--- config.mk ---
export PLATFORM = sky130hd
export DESIGN_NAME = htrk_cell
export DESIGN_NICKNAME = d
export VERILOG_FILES = /design/src/design/htrk_pkg.sv /design/src/design/htrk_cell.sv
export SDC_FILE = /design/constraint.sdc
export NUM_CORES = 1
export LEC_CHECK = 0
export BUFFER_PORTS_ARGS = -buffer_cell sky130_fd_sc_hd__buf_2
export CAP_MARGIN = 20
export CORE_ASPECT_RATIO = 1.2
export CORE_UTILIZATION = 50
export CTS_CLUSTER_SIZE = 20
export DETAILED_ROUTE_END_ITERATION = 6
export PLACE_DENSITY = 0.77
export SETUP_SLACK_MARGIN = 0.3
export SYNTH_ARGS = -nofsm -noshare
export SYNTH_HDL_FRONTEND = slang
export SYNTH_SLANG_ARGS = --single-unit
--- constraint.sdc ---
create_clock -name clk -period 1.2 [get_ports clk]
set_clock_uncertainty 0.2 [all_clocks]
set_input_delay 0 -clock clk [delete_from_list [all_inputs] [get_ports clk]]
set_output_delay 0 -clock clk [all_outputs]
set_load 0.005 [all_outputs]
--- src/design/htrk_pkg.sv ---
// Shared types, widths and the arctangent table for the heading tracker.
package htrk_pkg;

	localparam int XY_W              = 34;	// CORDIC x/y datapath, covers gain growth
	localparam int ANG_W             = 32;	// angle accumulator, 2^32 = full turn
	localparam int HDG_W             = 16;	// binary angle measure of one heading
	localparam int TURN_W            = 24;	// signed applied turn
	localparam int CORDIC_STAGES_DEF = 16;
	localparam int ATAN_LEN          = 24;	// deepest chain the table supports

	localparam logic [ANG_W-1:0] HALF_TURN    = 32'h8000_0000;
	localparam logic [ANG_W-1:0] ROUND_HALF   = 32'h0000_8000;
	localparam logic [HDG_W-1:0] QUARTER_TURN = 16'h4000;

	typedef struct packed {
		logic signed [XY_W-1:0] x;
		logic signed [XY_W-1:0] y;
		logic [ANG_W-1:0]       acc;
	} cord_t;

	// Item fields that ride alongside the rotation chain
	typedef struct packed {
		logic             op;
		logic             zero;	// both differences were zero
		logic [HDG_W-1:0] target_heading;
		logic [HDG_W-1:0] current_heading;
		logic [HDG_W-1:0] frame_time;
	} side_t;

	function automatic logic [ANG_W-1:0] atan_tab(input logic [4:0] idx);
		logic [ANG_W-1:0] v;
		unique case (idx)
			5'd0:  v = 32'd536870912;
			5'd1:  v = 32'd316933406;
			5'd2:  v = 32'd167458907;
			5'd3:  v = 32'd85004756;
			5'd4:  v = 32'd42667331;
			5'd5:  v = 32'd21354465;
			5'd6:  v = 32'd10679838;
			5'd7:  v = 32'd5340245;
			5'd8:  v = 32'd2670163;
			5'd9:  v = 32'd1335087;
			5'd10: v = 32'd667544;
			5'd11: v = 32'd333772;
			5'd12: v = 32'd166886;
			5'd13: v = 32'd83443;
			5'd14: v = 32'd41722;
			5'd15: v = 32'd20861;
			5'd16: v = 32'd10430;
			5'd17: v = 32'd5215;
			5'd18: v = 32'd2608;
			5'd19: v = 32'd1304;
			5'd20: v = 32'd652;
			5'd21: v = 32'd326;
			5'd22: v = 32'd163;
			5'd23: v = 32'd81;
			default: v = '0;
		endcase
		return v;
	endfunction

endpackage

--- src/design/htrk_cell.sv ---
// One CORDIC vectoring cell: a micro-rotation by a fixed shift, registered.
module htrk_cell #(
	parameter int IDX = 0
) (
	input  logic                 clk,
	input  logic                 arst_n,
	input  logic                 en,
	input  logic                 vld_i,
	input  htrk_pkg::cord_t      cord_i,
	input  htrk_pkg::side_t      side_i,
	output logic                 vld_o,
	output htrk_pkg::cord_t      cord_o,
	output htrk_pkg::side_t      side_o
);

	localparam logic [htrk_pkg::ANG_W-1:0] ATAN_STEP = htrk_pkg::atan_tab(5'(IDX));

	logic signed [htrk_pkg::XY_W-1:0] shx;
	logic signed [htrk_pkg::XY_W-1:0] shy;
	htrk_pkg::cord_t                  nxt;

	// Arithmetic shifts round toward minus infinity
	assign shx = $signed(cord_i.x) >>> IDX;
	assign shy = $signed(cord_i.y) >>> IDX;

	always_comb begin
		if (!cord_i.y[htrk_pkg::XY_W-1]) begin
			nxt.x   = cord_i.x + shy;
			nxt.y   = cord_i.y - shx;
			nxt.acc = cord_i.acc + ATAN_STEP;
		end else begin
			nxt.x   = cord_i.x - shy;
			nxt.y   = cord_i.y + shx;
			nxt.acc = cord_i.acc - ATAN_STEP;
		end
	end

	always_ff @(posedge clk or negedge arst_n) begin
		if (!arst_n) begin
			vld_o <= 1'b0;
		end else if (en) begin
			vld_o <= vld_i;
		end
	end

	always_ff @(posedge clk) begin
		if (en) begin
			cord_o <= nxt;
			side_o <= side_i;
		end
	end

endmodule

==> results of run 1 <==
## logic make-up after synthesis
group                    Yosys count  share of synthesized area [%]
flip-flops                       150                           41.3
AO/OA/AOI/OAI                    350                           21.3
multiplexers                      21                           1.95
buffers and inverters            162                           6.57
adder cells (fa/ha/maj)          104                           12.2
AND/OR/NAND/NOR                  260                           11.8
XOR/XNOR                          61                           4.90
## repair_timing
action,in CTS
endpoints found under the hold margin,242
hold buffers,83
setup buffers,19
pin swaps,73
gates resized for setup,183
setup endpoints to repair,220
## through the flow
stage	area [µm²]	setup WS [ns]
after floorplan	11400	-1.15
after global placement	16200	-1.70
after detailed placement	16200	-1.71
after CTS	18600	-1.15
## layer usage
layer / GRT overflow / GRT usage (%)
met1: 2 / 81.4
met4: 70 / 85.8
met3: 3 / 73.3
met2: 94 / 96.6
met5: 1 / 37.7
## Yosys cell counts (18+ instances only)
library cell	n
clkbuf_1	18
nand2_1	47
o21bai_1	20
o31ai_1	18
o21ai_0	69
inv_1	110
edfxtp_1	149
xnor2_1	58
ha_1	100
nor3_1	21
mux2i_1	19
nand3_1	23
nor2_1	88
a21oi_1	103
==> results.sh, run 1 <==
export IMPL_outcome="aborted with a tool error"
export IMPL_stop_stage="global routing"
export IMPL_toolErrorMsg="[ERROR GRT-0232] Routing congestion too high. Check the congestion heatmap in the GUI."
export IMPL_synth_area_top_cells="edfxtp_1, ha_1, a21oi_1, xnor2_1, inv_1"
export IMPL_seq_area_frac_synth_pct=41.3
export IMPL_syn_area_per_cell_um2=9.83
export IMPL_synth_nets=1366
export IMPL_grt_ovfl_total=170
export IMPL_cts_root_buf="clkbuf_16"
export IMPL_hpwl_mm=35.9
export IMPL_synth_cell_types=83
export IMPL_track_usage_pct=83.4
export IMPL_die_x_um=137
export IMPL_ys_ff_latch=150
export IMPL_die_y_um=164
export IMPL_rows=58
export IMPL_portBuffers=304
export IMPL_netlist_instances=1108
export IMPL_htree_levels=4
export IMPL_endpoint_type="register data pin"
export IMPL_crit_endpoint="cord_o[60]$_DFFE_PP_/D"
export IMPL_clock_sinks=150
export IMPL_ys_flop_type="edfxtp_1"
export IMPL_place_gp_congestion=1.01
export IMPL_yosysTopAreaCellShare_pct=41.1
export IMPL_grt_max_degree=29
export IMPL_max_clock_path_buffers=2
export IMPL_ios=305
export IMPL_placedCellCount=2069
export IMPL_synth_top_area_cell="edfxtp_1"
export IMPL_synth_cell_area_um2=10900
export IMPL_cts_buffers=17
export IMPL_ys_warn_count=0
export IMPL_start_util_pct=51.4
export IMPL_synth_edf_count=149
export IMPL_synth_async_reset_ratio_pct=0.667
==> run 2, diff against run 1 <==
--- a/config.mk
+++ b/config.mk
@@ -7,12 +7,9 @@
 export LEC_CHECK = 0
 export BUFFER_PORTS_ARGS = -buffer_cell sky130_fd_sc_hd__buf_2
 export CAP_MARGIN = 20
-export CORE_ASPECT_RATIO = 1.2
-export CORE_UTILIZATION = 50
-export CTS_CLUSTER_SIZE = 20
+export CORE_UTILIZATION = 35
 export DETAILED_ROUTE_END_ITERATION = 6
-export PLACE_DENSITY = 0.77
-export SETUP_SLACK_MARGIN = 0.3
+export PLACE_DENSITY_LB_ADDON = 0.15
 export SYNTH_ARGS = -nofsm -noshare
 export SYNTH_HDL_FRONTEND = slang
 export SYNTH_SLANG_ARGS = --single-unit
==> run 2 against run 1 <==
The flow now finishes, with violations (hold timing, setup timing). Synthesized cell count unchanged. Synthesized area unchanged.
==> results.sh, run 2 <==
export IMPL_slew_headroom_pct=67.5
export IMPL_reg2reg_to="vld_o$_DFFE_PN0P_"
export IMPL_switching_power_uw=7060
export IMPL_clkLatencyLatePin_ns=0.43
export IMPL_ir_drop_mv=1.07
export IMPL_dpl_cell_area_um2=16400
export IMPL_grt_pass1_vias=12200
export IMPL_reg2regPathDepth=1
export IMPL_finalMaxSlewViolations=0
export IMPL_grt_max_degree=54
export IMPL_hold_viol_final=6
export IMPL_ys_flop_type="edfxtp_1"
export IMPL_portBuffers=304
export IMPL_path_clk_slew_ns=0.07
export IMPL_drt_drc_violations_left=0
export IMPL_fin_ws_ns=-1.16
export IMPL_finalNetCount=2209
export IMPL_hold_end="cord_o[30]$_DFFE_PP_"
export IMPL_outcome="finished with violations"
export IMPL_drt_iter0_drc=845
export IMPL_endpoint_kind="flip-flop"
export IMPL_arrival_ns=2.38
export IMPL_post_drt_wl_per_cell_um=19.1
export IMPL_max_clock_path_buffers=2
export IMPL_finalPower_uw=20700
export IMPL_start_kind="primary input"
export IMPL_violations="hold timing, setup timing"
export IMPL_hpwl_mm=34.6
export IMPL_synth_edf_count=149
export IMPL_via_per_inst=5.06
export IMPL_routed_wl_mm=45.2
export IMPL_synth_top_cells_by_count="edfxtp_1, inv_1, a21oi_1, ha_1, nor2_1"
export IMPL_num_fill_cells=2470
export IMPL_critPathMaxFanout=3
export IMPL_antenna_found_initial=0
export IMPL_fmax_mhz=424
export IMPL_drtPass1Iterations=6
export IMPL_rows=64
export IMPL_yosysTopAreaCellShare_pct=41.1
export IMPL_ios=305
export IMPL_mostFrequentLayoutCells="buf_4, buf_2, edfxtp_1, inv_1, dlygate4sd3_1"
export IMPL_leakage_uw=0.00877
export IMPL_intPower_uw=13600
export IMPL_critical_path_class="in2reg"
export IMPL_worst_slew_pin_slew_ns=0.483
export IMPL_stdcell_area_um2=19700
export IMPL_synth_top_area_cell="edfxtp_1"
export IMPL_vias=12000
export IMPL_worstHoldStart="cord_i[30]"
export IMPL_syn_area_per_cell_um2=9.83
export IMPL_seq_power_share_pct=32.9
export IMPL_swShare_pct=34.2
export IMPL_place_gp_congestion=0.914
export IMPL_power_frac_comb_pct=40.0
export IMPL_min_path_type="in2reg"
export IMPL_synth_nets=1366
export IMPL_layout_commonest_cell="buf_4"
export IMPL_cts_buffers=17
export IMPL_regMostFlops="cord_o"
export IMPL_synth_cell_area_um2=10900
export IMPL_period_share_pct=197
export IMPL_tritoncts="done"
export IMPL_ys_warn_count=0
export IMPL_multi_input_area_um2=7260
export IMPL_netlist_instances=1108
export IMPL_drtAntennaViolNets=0
export IMPL_power_density_nw_per_um2=1050
export IMPL_final_cells=2360
export IMPL_synthMostInstantiatedCell="edfxtp_1"
export IMPL_fin_crit_ns=2.36
export IMPL_top_regs="cord_o: 99 flops, side_o: 50 flops, vld_o: 1 flops"
export IMPL_dp_slack_ns=-1.75
export IMPL_grt_pass1_wl_mm=66.7
export IMPL_htree_levels=4
export IMPL_clock_sinks=150
export IMPL_die_x_um=178
export IMPL_synth_cell_types=83
export IMPL_holdWs_ns=-0.0705
export IMPL_syn_to_final_growth_pct=80.8
export IMPL_core_um2=30600
export IMPL_regArea_um2=4500
export IMPL_track_usage_pct=27.7
export IMPL_largest_reg_flops=99
export IMPL_r2r_start="vld_o$_DFFE_PN0P_"
export IMPL_cap_viol_max_count=0
export IMPL_fin_tns_setup_ns=-54.04
export IMPL_placedCellCount=2192
export IMPL_cp_required_ns=1.23
export IMPL_synth_async_reset_ratio_pct=0.667
export IMPL_diodes=0
export IMPL_die_y_um=178
export IMPL_grt_ovfl_total=0
export IMPL_cts_root_buf="clkbuf_16"
export IMPL_ys_ff_latch=150
export IMPL_start_util_pct=35.6
export IMPL_seq_area_frac_synth_pct=41.3
export IMPL_setup_viol=80
export IMPL_drive_above_1_share_pct=55.4
export IMPL_synth_area_top_cells="edfxtp_1, ha_1, a21oi_1, xnor2_1, inv_1"
export IMPL_rsz0062_at_grt="yes"
export IMPL_rrSetupSlack_ns=0.23
export IMPL_min_path_cells=4
export IMPL_dieArea_um2=31800
export IMPL_p_clk_share_pct=27.1
[run 2: cell counts after synthesis]
Identical to the previous run, type by type.
[run 2: cell families after synthesis]
group	count (synthesis)	share of synthesized area, %
simple gates	260	11.8
mux	21	1.95
xor+xnor	61	4.90
fa+ha+maj	104	12.2
compound gates	350	21.3
flops	150	41.3
buf+inv	162	6.57
[run 2: layout make-up]
class                   instances  area share (%)
multi-input cells             796            36.9
inverters                     117            2.49
flip-flops and latches        150            22.8
well taps                     396            2.52
repair buffers                869            32.3
clock inverters                15           0.883
clock buffers                  17            2.16
[run 2: what timing repair did]
action                                  in CTS  in global routing
hold endpoints to repair                   241                  7
hold buffers                                87                  1
gates resized for setup                    263                 62
endpoints found under the setup margin      78                 87
pin swaps                                   96                 56
buffers inserted                            41                 20
[run 2: power by group through the flow]
stage / registers, µW / clock network [µW] / logic [µW]
finish: 6790 / 5610 / 8270
global route: 6840 / 5860 / 8840
CTS: 6790 / 5690 / 7920
detailed placement: 6910 / 0 / 6720
global placement: 6900 / 0 / 6660
floorplan: 6930 / 0 / 2970
[run 2: how the worst max path moves through the flow]
stage	startpoint	to	slack (ns)	cells past startpoint
2_1_floorplan	cord_i[32]	cord_o[64]$_DFFE_PP_	-1.15	10
3_3_place_gp	cord_i[32]	cord_o[58]$_DFFE_PP_	-1.69	12
3_5_place_dp	cord_i[32]	cord_o[58]$_DFFE_PP_	-1.75	12
4_1_cts	cord_i[32]	cord_o[48]$_DFFE_PP_	-1.06	13
5_1_grt	cord_i[32]	cord_o[82]$_DFFE_PP_	-1.19	13
6_report	cord_i[33]	cord_o[57]$_DFFE_PP_	-1.16	14
[run 2: critical path: stages]
cell and delay [ns]:
buf_8 0.08, clkinvlp_4 0.09, buf_6 0.12, ha_4 0.27, nor2b_4 0.05, o21ai_2 0.19
o211ai_4 0.13, buf_6 0.15, a211oi_4 0.34, o31ai_4 0.11, buf_4 0.16, o31ai_4 0.24
mux2i_1 0.14, xnor2_1 0.31
[run 2: layer usage]
| layer | track usage [%] | wire length, µm | up-vias |
|---|---|---|---|
| met5 | 0 | 0 | - |
| met2 | 49.7 | 22600 | 411 |
| met1 | 33.9 | 18900 | 5742 |
| li1 | - | - | 5736 |
| met3 | 3.67 | 2490 | 64 |
| met4 | 8.93 | 1140 | 0 |
[run 2: metrics by stage]
stage / utilization [%] / hold WS, ns
finish: 64.4 / -0.0705
global route: 64.4 / -0.0518
CTS: 63.2 / -0.0822
detailed placement: 53.5 / -0.421
global placement: 53.5 / -0.426
floorplan: - / -0.496
No activity file was read; power rests on OpenSTA's default activity.
