--- config.mk ---
export PLATFORM = sky130hd
export DESIGN_NAME = htrk_post
export DESIGN_NICKNAME = d
export VERILOG_FILES = /design/src/design/htrk_pkg.sv /design/src/design/htrk_post.sv
export SDC_FILE = /design/constraint.sdc
export NUM_CORES = 2
export LEC_CHECK = 0
export ABC_AREA = 1
export BUFFER_PORTS_ARGS = -buffer_cell sky130_fd_sc_hd__buf_2
export CELL_PAD_IN_SITES_DETAIL_PLACEMENT = 1
export CELL_PAD_IN_SITES_GLOBAL_PLACEMENT = 1
export CORE_UTILIZATION = 49
export DETAILED_ROUTE_END_ITERATION = 8
export MAX_ROUTING_LAYER = met4
export PLACE_DENSITY = 0.82
export SKIP_LAST_GASP = 1
export SYNTH_ARGS = -nofsm -noshare
export SYNTH_HDL_FRONTEND = slang
export SYNTH_SLANG_ARGS = --single-unit
export TNS_END_PERCENT = 5
--- constraint.sdc ---
create_clock -name clk -period 7.8 [get_ports clk]
set_input_delay 1.56 -clock clk [delete_from_list [all_inputs] [get_ports clk]]
set_output_delay 1.56 -clock clk [all_outputs]
set_load 0.005 [all_outputs]
--- src/design/htrk_pkg.sv ---
// Shared types, widths and the arctangent table for the heading tracker.
package htrk_pkg;

	localparam int XY_W              = 34;	// CORDIC x/y datapath, covers gain growth
	localparam int ANG_W             = 32;	// angle accumulator, 2^32 = full turn
	localparam int HDG_W             = 16;	// binary angle measure of one heading
	localparam int TURN_W            = 24;	// signed applied turn
	localparam int CORDIC_STAGES_DEF = 16;
	localparam int ATAN_LEN          = 24;	// deepest chain the table supports

	localparam logic [ANG_W-1:0] HALF_TURN    = 32'h8000_0000;
	localparam logic [ANG_W-1:0] ROUND_HALF   = 32'h0000_8000;
	localparam logic [HDG_W-1:0] QUARTER_TURN = 16'h4000;

	typedef struct packed {
		logic signed [XY_W-1:0] x;
		logic signed [XY_W-1:0] y;
		logic [ANG_W-1:0]       acc;
	} cord_t;

	// Item fields that ride alongside the rotation chain
	typedef struct packed {
		logic             op;
		logic             zero;	// both differences were zero
		logic [HDG_W-1:0] target_heading;
		logic [HDG_W-1:0] current_heading;
		logic [HDG_W-1:0] frame_time;
	} side_t;

	function automatic logic [ANG_W-1:0] atan_tab(input logic [4:0] idx);
		logic [ANG_W-1:0] v;
		unique case (idx)
			5'd0:  v = 32'd536870912;
			5'd1:  v = 32'd316933406;
			5'd2:  v = 32'd167458907;
			5'd3:  v = 32'd85004756;
			5'd4:  v = 32'd42667331;
			5'd5:  v = 32'd21354465;
			5'd6:  v = 32'd10679838;
			5'd7:  v = 32'd5340245;
			5'd8:  v = 32'd2670163;
			5'd9:  v = 32'd1335087;
			5'd10: v = 32'd667544;
			5'd11: v = 32'd333772;
			5'd12: v = 32'd166886;
			5'd13: v = 32'd83443;
			5'd14: v = 32'd41722;
			5'd15: v = 32'd20861;
			5'd16: v = 32'd10430;
			5'd17: v = 32'd5215;
			5'd18: v = 32'd2608;
			5'd19: v = 32'd1304;
			5'd20: v = 32'd652;
			5'd21: v = 32'd326;
			5'd22: v = 32'd163;
			5'd23: v = 32'd81;
			default: v = '0;
		endcase
		return v;
	endfunction

endpackage

--- src/design/htrk_post.sv ---
// Angle rounding, shortest turn, speed scaling and heading update (four stages).
module htrk_post (
	input  logic                                clk,
	input  logic                                arst_n,
	input  logic                                en,
	input  logic                                vld_i,
	input  htrk_pkg::cord_t                     cord_i,
	input  htrk_pkg::side_t                     side_i,
	input  logic [15:0]                         speed,
	output logic                                out_valid,
	output logic [htrk_pkg::HDG_W-1:0]          new_heading,
	output logic signed [htrk_pkg::TURN_W-1:0]  applied_turn,
	output logic [htrk_pkg::HDG_W-1:0]          target_angle
);

	localparam int HW = htrk_pkg::HDG_W;
	localparam int TW = htrk_pkg::TURN_W;

	// stage 1: rounded angle, target, signed difference
	logic [htrk_pkg::ANG_W-1:0] acc_rnd;
	logic [HW-1:0]              ang;
	logic [HW-1:0]              tgt;

	logic                       vld_s1, op_s1, zero_s1, spz_s1;
	logic [HW-1:0]              tgt_s1, cur_s1, frm_s1, diff_s1;

	always_comb begin
		acc_rnd = cord_i.acc + htrk_pkg::ROUND_HALF;
		ang     = side_i.zero ? '0 : acc_rnd[htrk_pkg::ANG_W-1 -: HW];
		tgt     = side_i.op ? side_i.target_heading : (ang - htrk_pkg::QUARTER_TURN);
	end

	// stage 2: magnitude times speed
	logic [HW-1:0]   mag;
	logic            vld_s2, op_s2, zero_s2, spz_s2, neg_s2;
	logic [HW-1:0]   tgt_s2, cur_s2, frm_s2, diff_s2;
	logic [2*HW-1:0] prod1_s2;

	assign mag = diff_s1[HW-1] ? (~diff_s1 + HW'(1)) : diff_s1;

	// stage 3: times frame time
	logic            vld_s3, op_s3, zero_s3, spz_s3, neg_s3;
	logic [HW-1:0]   tgt_s3, cur_s3, diff_s3;
	logic [3*HW-1:0] prod2_s3;

	// stage 4: round, sign and add
	logic [3*HW:0]   p_rnd;
	logic [TW-1:0]   r_mag;
	logic [TW-1:0]   turn;
	logic            op_q, zero_q, spz_q, neg_q;

	always_comb begin
		p_rnd = {1'b0, prod2_s3} + (49'd1 << (TW - 1));
		r_mag = p_rnd[2*TW-1:TW];
		if (spz_s3) begin
			turn = {{(TW-HW){diff_s3[HW-1]}}, diff_s3};
		end else if (neg_s3) begin
			turn = ~r_mag + TW'(1);
		end else begin
			turn = r_mag;
		end
	end

	always_ff @(posedge clk or negedge arst_n) begin
		if (!arst_n) begin
			vld_s1    <= 1'b0;
			vld_s2    <= 1'b0;
			vld_s3    <= 1'b0;
			out_valid <= 1'b0;
		end else if (en) begin
			vld_s1    <= vld_i;
			vld_s2    <= vld_s1;
			vld_s3    <= vld_s2;
			out_valid <= vld_s3;
		end
	end

	always_ff @(posedge clk) begin
		if (en) begin
			op_s1    <= side_i.op;
			zero_s1  <= side_i.zero;
			spz_s1   <= (speed == '0);
			tgt_s1   <= tgt;
			cur_s1   <= side_i.current_heading;
			frm_s1   <= side_i.frame_time;
			diff_s1  <= tgt - side_i.current_heading;

			op_s2    <= op_s1;
			zero_s2  <= zero_s1;
			spz_s2   <= spz_s1;
			neg_s2   <= diff_s1[HW-1];
			tgt_s2   <= tgt_s1;
			cur_s2   <= cur_s1;
			frm_s2   <= frm_s1;
			diff_s2  <= diff_s1;
			prod1_s2 <= (2*HW)'(mag) * (2*HW)'(speed);

			op_s3    <= op_s2;
			zero_s3  <= zero_s2;
			spz_s3   <= spz_s2;
			neg_s3   <= neg_s2;
			tgt_s3   <= tgt_s2;
			cur_s3   <= cur_s2;
			diff_s3  <= diff_s2;
			prod2_s3 <= (3*HW)'(prod1_s2) * (3*HW)'(frm_s2);

			op_q         <= op_s3;
			zero_q       <= zero_s3;
			spz_q        <= spz_s3;
			neg_q        <= neg_s3;
			target_angle <= tgt_s3;
			applied_turn <= turn;
			new_heading  <= cur_s3 + turn[HW-1:0];
		end
	end

	// snap mode lands exactly on the target
	a_snap: assert property (@(posedge clk) disable iff (!arst_n)
		out_valid && spz_q |-> new_heading == target_angle)
		else $error("snap turn missed the target");

	// coincident points aim a quarter turn back from zero
	a_zero_vec: assert property (@(posedge clk) disable iff (!arst_n)
		out_valid && zero_q && !op_q |-> target_angle == 16'hC000)
		else $error("coincident points gave wrong target");

	// a scaled turn of a non-negative difference is never negative
	a_sign: assert property (@(posedge clk) disable iff (!arst_n)
		out_valid && !spz_q && !neg_q |-> !applied_turn[TW-1])
		else $error("scaled turn changed sign");

	// a held pipeline keeps its partial products
	a_hold: assert property (@(posedge clk) disable iff (!arst_n)
		!en && vld_s3 |=> $stable(prod2_s3))
		else $error("partial product moved while held");

endmodule
Word-level counts from Yosys, hierarchy flattened:

Index checks and enable logic that the tools add are counted.

* $mul: 2
* bitwise gates (word level): 2
* mux-type cells: 5
* add/sub/neg operators: 7
* reduce and logical (&&, ||, !) cells: 1

Operators with widths (number)
* 48-bit by 24-bit adder with 48-bit output, second input constant: 1
* 32-bit by 16-bit multiplier with 48-bit output: 1
* 16-bit two-way mux: 3
* 24-bit two-way mux: 2
* 32-bit by 16-bit adder with 32-bit output, second input constant: 1
* 16-bit by 16-bit multiplier with 32-bit output: 1
* 24-bit by 1-bit adder with 24-bit output, second input constant: 1
* 24-bit inverter: 1
* 16-bit by 1-bit adder with 16-bit output, second input constant: 1
* 16-bit adder: 1
* 16-bit logical NOT: 1
* 16-bit inverter: 1
* 16-bit by 15-bit subtractor with 16-bit output, second input constant: 1
* 16-bit subtractor: 1

* logic and storage cells: 42
* bits in registers: 321

Depth between registers and ports, before layout:

* word-level depth: 6
* gate-level depth with buffers: 35
* mapped depth without buffers: 33

Worst setup path after synthesis:

No wires, ideal clock.

* kind: register -> register
* start point: reg diff_s1[0]
* end point: reg prod1_s2[30], data pin
* data required time: 7.548 ns
* setup slack: 0.921 ns
* path buffers: 2
* cell stages (with the launch flop): 32
* arrival time: 6.627 ns
* library setup time: 0.252 ns
* cell sequence: edfxtp_1 buf_2 buf_1 inv_1 ha_1 inv_1 nor2_1 nand3_1 nor2_1 inv_1 o21ai_1 o21ai_0 xor2_1 nand2_1 fa_1 fa_1 inv_1 fa_1 fa_1 fa_1 inv_1 fa_1 inv_1 ha_1 a21oi_1 o21ai_0 a21oi_1 nor2_1 a2111oi_0 nand2_1 nand2_1 nand2_1

* cells in the longest elaborated chain, start to end: 4

RTL lines
* start, declared: line htrk_post.sv:25 `logic [HW-1:0] tgt_s1, cur_s1, frm_s1, diff_s1;`
* start signal, assigned: line htrk_post.sv:86 `diff_s1 <= tgt - side_i.current_heading;`
* 16-bit inverter: line htrk_post.sv:39 `assign mag = diff_s1[HW-1] ? (~diff_s1 + HW'(1)) : diff_s1;`
* 16-bit by 1-bit adder with 16-bit output: line htrk_post.sv:39
* 16-bit two-way mux (*): line htrk_post.sv:39
* 16-bit by 16-bit multiplier with 32-bit output (*): line htrk_post.sv:96 `prod1_s2 <= (2*HW)'(mag) * (2*HW)'(speed);`
* end signal, assigned: line htrk_post.sv:96
* end, declared: line htrk_post.sv:37 `logic [2*HW-1:0] prod1_s2;`

Every way passes the cells marked *; elsewhere a longest branch is shown, timed or not.
A chain may end at the register's enable or synchronous reset.

Final worst setup path:

* start point: reg diff_s1[1]
* end point: reg prod1_s2[28], data pin

The elaborated chain is that of the path after synthesis.

==> impl_summary.md <==
Routing
The first TritonRoute pass finished after 6 iterations. After the first detailed-routing iteration, the DRC count stood at 1,968. The count of vias placed by the detailed router is 29,700. Once detail routing completed, the nets flagged for antenna violations numbered 0. Dividing the detail-routed wire length by the instance count gives 20.7 um.

The detailed-route vias per instance is about 5.4. The total wire length after detailed routing is 114,000 um. The residual DRC count is 0.

Critical path
STA classifies the critical path startpoint as a register. The largest single stage delay on the critical path is ~0.55 ns. The cell occurring most often along the worst timing path is sky130_fd_sc_hd__inv_1. The worst-path maximum fanout is 9. STA puts the critical path data required time at about 8.1 ns. STA puts the critical path data arrival time at 7.76 ns.

For this design, the slowest cell found on the critical path is sky130_fd_sc_hd__fa_1. The critical path class is register to register. The critical path contains buffers and inverters numbering 11 combined. The worst setup path is captured at a register. The kind of cell with the highest combined delay along the critical path is adder cells.

Layout
After the last flow step, the layout net total stands at 5,484. The post-route netlist has 7.20% of its cells at a drive strength greater than 1. Cells fill about 54% of the core in the end. The layout overhead on the synthesized area is 8.26%. The finished cells cover between 40,000 and 50,000 um2. The number of inserted filler cells in the final layout is 9,026.

STA
Across the routed clock network, the largest skew measured is 0.0443 ns. After routing, the total negative slack on setup checks comes to 0 ns. The share of the cycle needed by the critical path after routing is 95.8%. After layout, the minimum clock period comes to 7.48 ns. The transition time at the pin with the least slew margin is 1.23 ns. The count of endpoints failing hold in the final timing report is 0.

In this run the tightest slew margin relative to its limit is between 10% and 20%. The final number of setup-violating endpoints is 0. Based on the critical path, the design can be clocked at up to 134 MHz. Setup repair after global routing left no endpoint under its margin. The max-slew violation total from the final report was 0.

Status
The run finished with clean final reports.

Synthesis
The post-synth net total is 5,388. After synthesis the netlist holds a flip-flop and latch count of about 300. The number of flops mapped to enable cells by yosys is 292. The number of warnings printed during yosys synthesis is 0. The predominant post-synthesis flop cell is sky130_fd_sc_hd__edfxtp_1. The number of unique standard cell types used by synthesis is about 50. After synthesis, flip-flops and latches occupy 23.4% of the total area. For this run, asynchronously set or reset flops after synthesis account for 1.35%. The number of cells produced by synthesis is 4,350. The average cell area after synthesis is 8.70 um2. The mapped netlist covers between 30,000 and 40,000 um2.

GRT
Global routing used a little over half of the available met2 tracks. The number of global-route vias before repair was 33,500. The initial antenna violation count is 1.

The global-route wire length before repair is 182,000 um. The met3 global-route usage is under 10%. Entering global routing, the biggest net connects 188 pins.

The global-route total usage across every layer is 31.1%. The sum of overflow across all layers after global routing is 0. The busiest layer in global routing is met2.

The global routing met1 resource utilization is 37.9%.

Clock network
The clock-pin slew on the worst setup and hold paths is roughly 0.060 ns. Once the clock tree was built, the setup fixing pass inserted 0 buffers. The cell chosen for the clock root is sky130_fd_sc_hd__clkbuf_16. For the worst-skew pair, the clock arrives at the later sink with an insertion delay of 0.56 ns.

TritonCTS built the clock tree. For this design, the CTS-stage hold fixing added 0 buffers. The number of buffers created by CTS is 36.

The maximum clock insertion buffer count is 3. The number of H-tree levels is 2. CTS saw 296 sinks.

Placement
The number of port buffers is 143. Routability-driven placement finished with a final weighted congestion of approximately 0.93. The HPWL reported at the end of detailed placement is 90,800 um. The area after detailed placement is 39,800 um2.

Floorplanning
The initial core utilization is 49.7%. The floorplan step defined a core boundary enclosing 76,200 um2. The floorplan step defined a die boundary enclosing between 70,000 and 80,000 um2.

The die span in x is 280 um. The number of cell rows is 101. The number of top-level design ports is ~230. The floorplan die height is 280 um.

Job
The tool flagged a number of max-cap violations equal to 0.

Worst hold path
The class of the tightest hold or removal check is register to register.
-- path summary, 6_finish.rpt --
path | start | to | slack (ns) | depth (start not counted)
setup / recovery | diff_s1[1]$_DFFE_PP_ | prod1_s2[28]$_DFFE_PP_ | 0.32 | 33
hold / removal | cur_s2[1]$_DFFE_PP_ | cur_s3[1]$_DFFE_PP_ | 0.40 | 0
setup reg to reg | diff_s1[1]$_DFFE_PP_ | prod1_s2[28]$_DFFE_PP_ | 0.32 | 33
hold reg to reg | cur_s2[1]$_DFFE_PP_ | cur_s3[1]$_DFFE_PP_ | 0.40 | 0
max in group asynchronous | arst_n | vld_s3$_DFFE_PN0P_ | 6.87 | 1
min in group asynchronous | arst_n | out_valid$_DFFE_PN0P_ | 0.81 | 1
-- cells in the mapped netlist (2+ instances only) --
master,instances,share of area [%]
sky130_fd_sc_hd__nand3_1,93,1.2
sky130_fd_sc_hd__nand2_4,2,0.059
sky130_fd_sc_hd__or2_2,7,0.12
sky130_fd_sc_hd__inv_2,4,0.040
sky130_fd_sc_hd__o21ai_2,3,0.069
sky130_fd_sc_hd__o21bai_1,15,0.30
sky130_fd_sc_hd__xnor2_1,28,0.65
sky130_fd_sc_hd__ha_1,255,8.4
sky130_fd_sc_hd__o31ai_1,5,0.099
sky130_fd_sc_hd__buf_2,5,0.066
sky130_fd_sc_hd__nor3_2,2,0.053
sky130_fd_sc_hd__nor2_1,285,2.8
sky130_fd_sc_hd__nand3_2,7,0.19
sky130_fd_sc_hd__xor2_1,65,1.5
sky130_fd_sc_hd__fa_1,613,32
sky130_fd_sc_hd__o211a_1,2,0.053
sky130_fd_sc_hd__clkbuf_1,142,1.4
sky130_fd_sc_hd__a21o_1,11,0.22
sky130_fd_sc_hd__nand4_1,36,0.59
sky130_fd_sc_hd__nor3_1,21,0.28
sky130_fd_sc_hd__nor4_1,6,0.099
sky130_fd_sc_hd__nor2_2,8,0.13
sky130_fd_sc_hd__inv_1,1081,11
sky130_fd_sc_hd__nand3b_1,5,0.099
sky130_fd_sc_hd__nand2_1,1037,10
sky130_fd_sc_hd__dfrtp_1,4,0.26
sky130_fd_sc_hd__o21ai_1,11,0.15
sky130_fd_sc_hd__o21a_1,6,0.12
sky130_fd_sc_hd__nor2_4,5,0.15
sky130_fd_sc_hd__a21oi_1,136,1.8
sky130_fd_sc_hd__a31oi_1,16,0.26
sky130_fd_sc_hd__a32o_1,2,0.053
sky130_fd_sc_hd__clkinv_1,5,0.050
sky130_fd_sc_hd__nand2_2,15,0.25
sky130_fd_sc_hd__o211ai_1,5,0.099
sky130_fd_sc_hd__edfxtp_1,292,23
sky130_fd_sc_hd__o21ai_0,94,1.2
sky130_fd_sc_hd__a21boi_0,8,0.16
-- flip-flops by register name, summed over array words and instances (netlist names), 15 cells and up --
register      count
prod1_s2         32
prod2_s3         25
applied_turn     24
cur_s1           16
cur_s2           16
cur_s3           16
diff_s1          16
frm_s1           16
frm_s2           16
new_heading      16
target_angle     16
tgt_s1           16
tgt_s2           16
tgt_s3           16
diff_s2          15
diff_s3          15
-- final cells by class --
class                           count  area (um2)  share of cell area, %
Tap cell                         1030        1290                   3.14
Clock inverter                     21         198                  0.482
Multi-Input combinational cell   2816       24400                   59.5
Inverter                         1090        4090                   9.99
Clock buffer                       43         927                   2.26
Antenna cell                        1        2.50                0.00611
Timing Repair Buffer              206        1240                   3.02
Sequential cell                   296        8870                   21.6
-- kinds of logic after synthesis --
logic type                 after synthesis  share of synthesized area (%)
xor gates and xnor gates                94                           2.19
and+or+nand+nor                       1532                           16.4
adders and majority gates              868                           40.8
AOI/OAI and AO/OA                      321                           4.78
DFF                                    296                           23.4
muxes                                    1                         0.0264
buffers and inverters                 1238                           12.3
-- per-layer routing --
| metal | share of wire [%] | vias to the layer above | routed length [um] |
|---|---|---|---|
| li1 | - | 13200 | - |
| met1 | 40 | 15200 | 45400 |
| met2 | 51 | 987 | 58300 |
| met3 | 5.5 | 277 | 6220 |
| met4 | 3.7 | 0 | 4230 |
| met5 | 0 | - | 0 |
-- cells in the final DEF, fill, tap and decap left out, types with 3 or more instances in the layout --
cell type and instances:
sky130_fd_sc_hd__nand2_1 1037, sky130_fd_sc_hd__dfrtp_1 4, sky130_fd_sc_hd__nand3_1 91, sky130_fd_sc_hd__o21ai_0 94, sky130_fd_sc_hd__a21boi_0 8, sky130_fd_sc_hd__buf_4 60
sky130_fd_sc_hd__o21ai_2 3, sky130_fd_sc_hd__a21o_1 11, sky130_fd_sc_hd__nand3_2 9, sky130_fd_sc_hd__nand2_2 15, sky130_fd_sc_hd__o211ai_1 5, sky130_fd_sc_hd__nor2_4 6
sky130_fd_sc_hd__o31ai_1 5, sky130_fd_sc_hd__ha_1 255, sky130_fd_sc_hd__a21oi_1 134, sky130_fd_sc_hd__o21a_1 6, sky130_fd_sc_hd__inv_6 5, sky130_fd_sc_hd__nand3b_1 5
sky130_fd_sc_hd__inv_1 1081, sky130_fd_sc_hd__nor2_1 283, sky130_fd_sc_hd__xnor2_1 28, sky130_fd_sc_hd__clkbuf_1 7, sky130_fd_sc_hd__clkbuf_16 36, sky130_fd_sc_hd__fa_1 613
sky130_fd_sc_hd__o21ai_1 11, sky130_fd_sc_hd__nor3_1 21, sky130_fd_sc_hd__nor4_1 6, sky130_fd_sc_hd__nor2_2 9, sky130_fd_sc_hd__a31oi_1 16, sky130_fd_sc_hd__or2_2 7
sky130_fd_sc_hd__buf_2 142, sky130_fd_sc_hd__o21bai_1 15, sky130_fd_sc_hd__nand4_1 36, sky130_fd_sc_hd__clkinv_2 4, sky130_fd_sc_hd__buf_12 3, sky130_fd_sc_hd__edfxtp_1 292
sky130_fd_sc_hd__xor2_1 65, sky130_fd_sc_hd__clkinv_1 9, sky130_fd_sc_hd__inv_2 4
-- stage by stage --
stage	hold WS (ns)	setup slack, ns	instances
2_1_floorplan	0.400	0.921	4350
3_3_place_gp	0.401	0.512	5438
3_5_place_dp	0.405	0.206	5438
4_1_cts	0.394	0.0932	5502
5_1_grt	0.403	0.00329	5503
6_report	0.401	0.324	5503
-- what timing repair did --
item | in CTS | in global routing
cloned | 0 | 0
gates resized for setup | 1 | 9
setup endpoints to repair | 1 | 6
pin swaps | 0 | 1
Power is left out: the tool's default activity adds up to more than one toggle a clock period on the data nets, which glitch-free logic cannot reach.
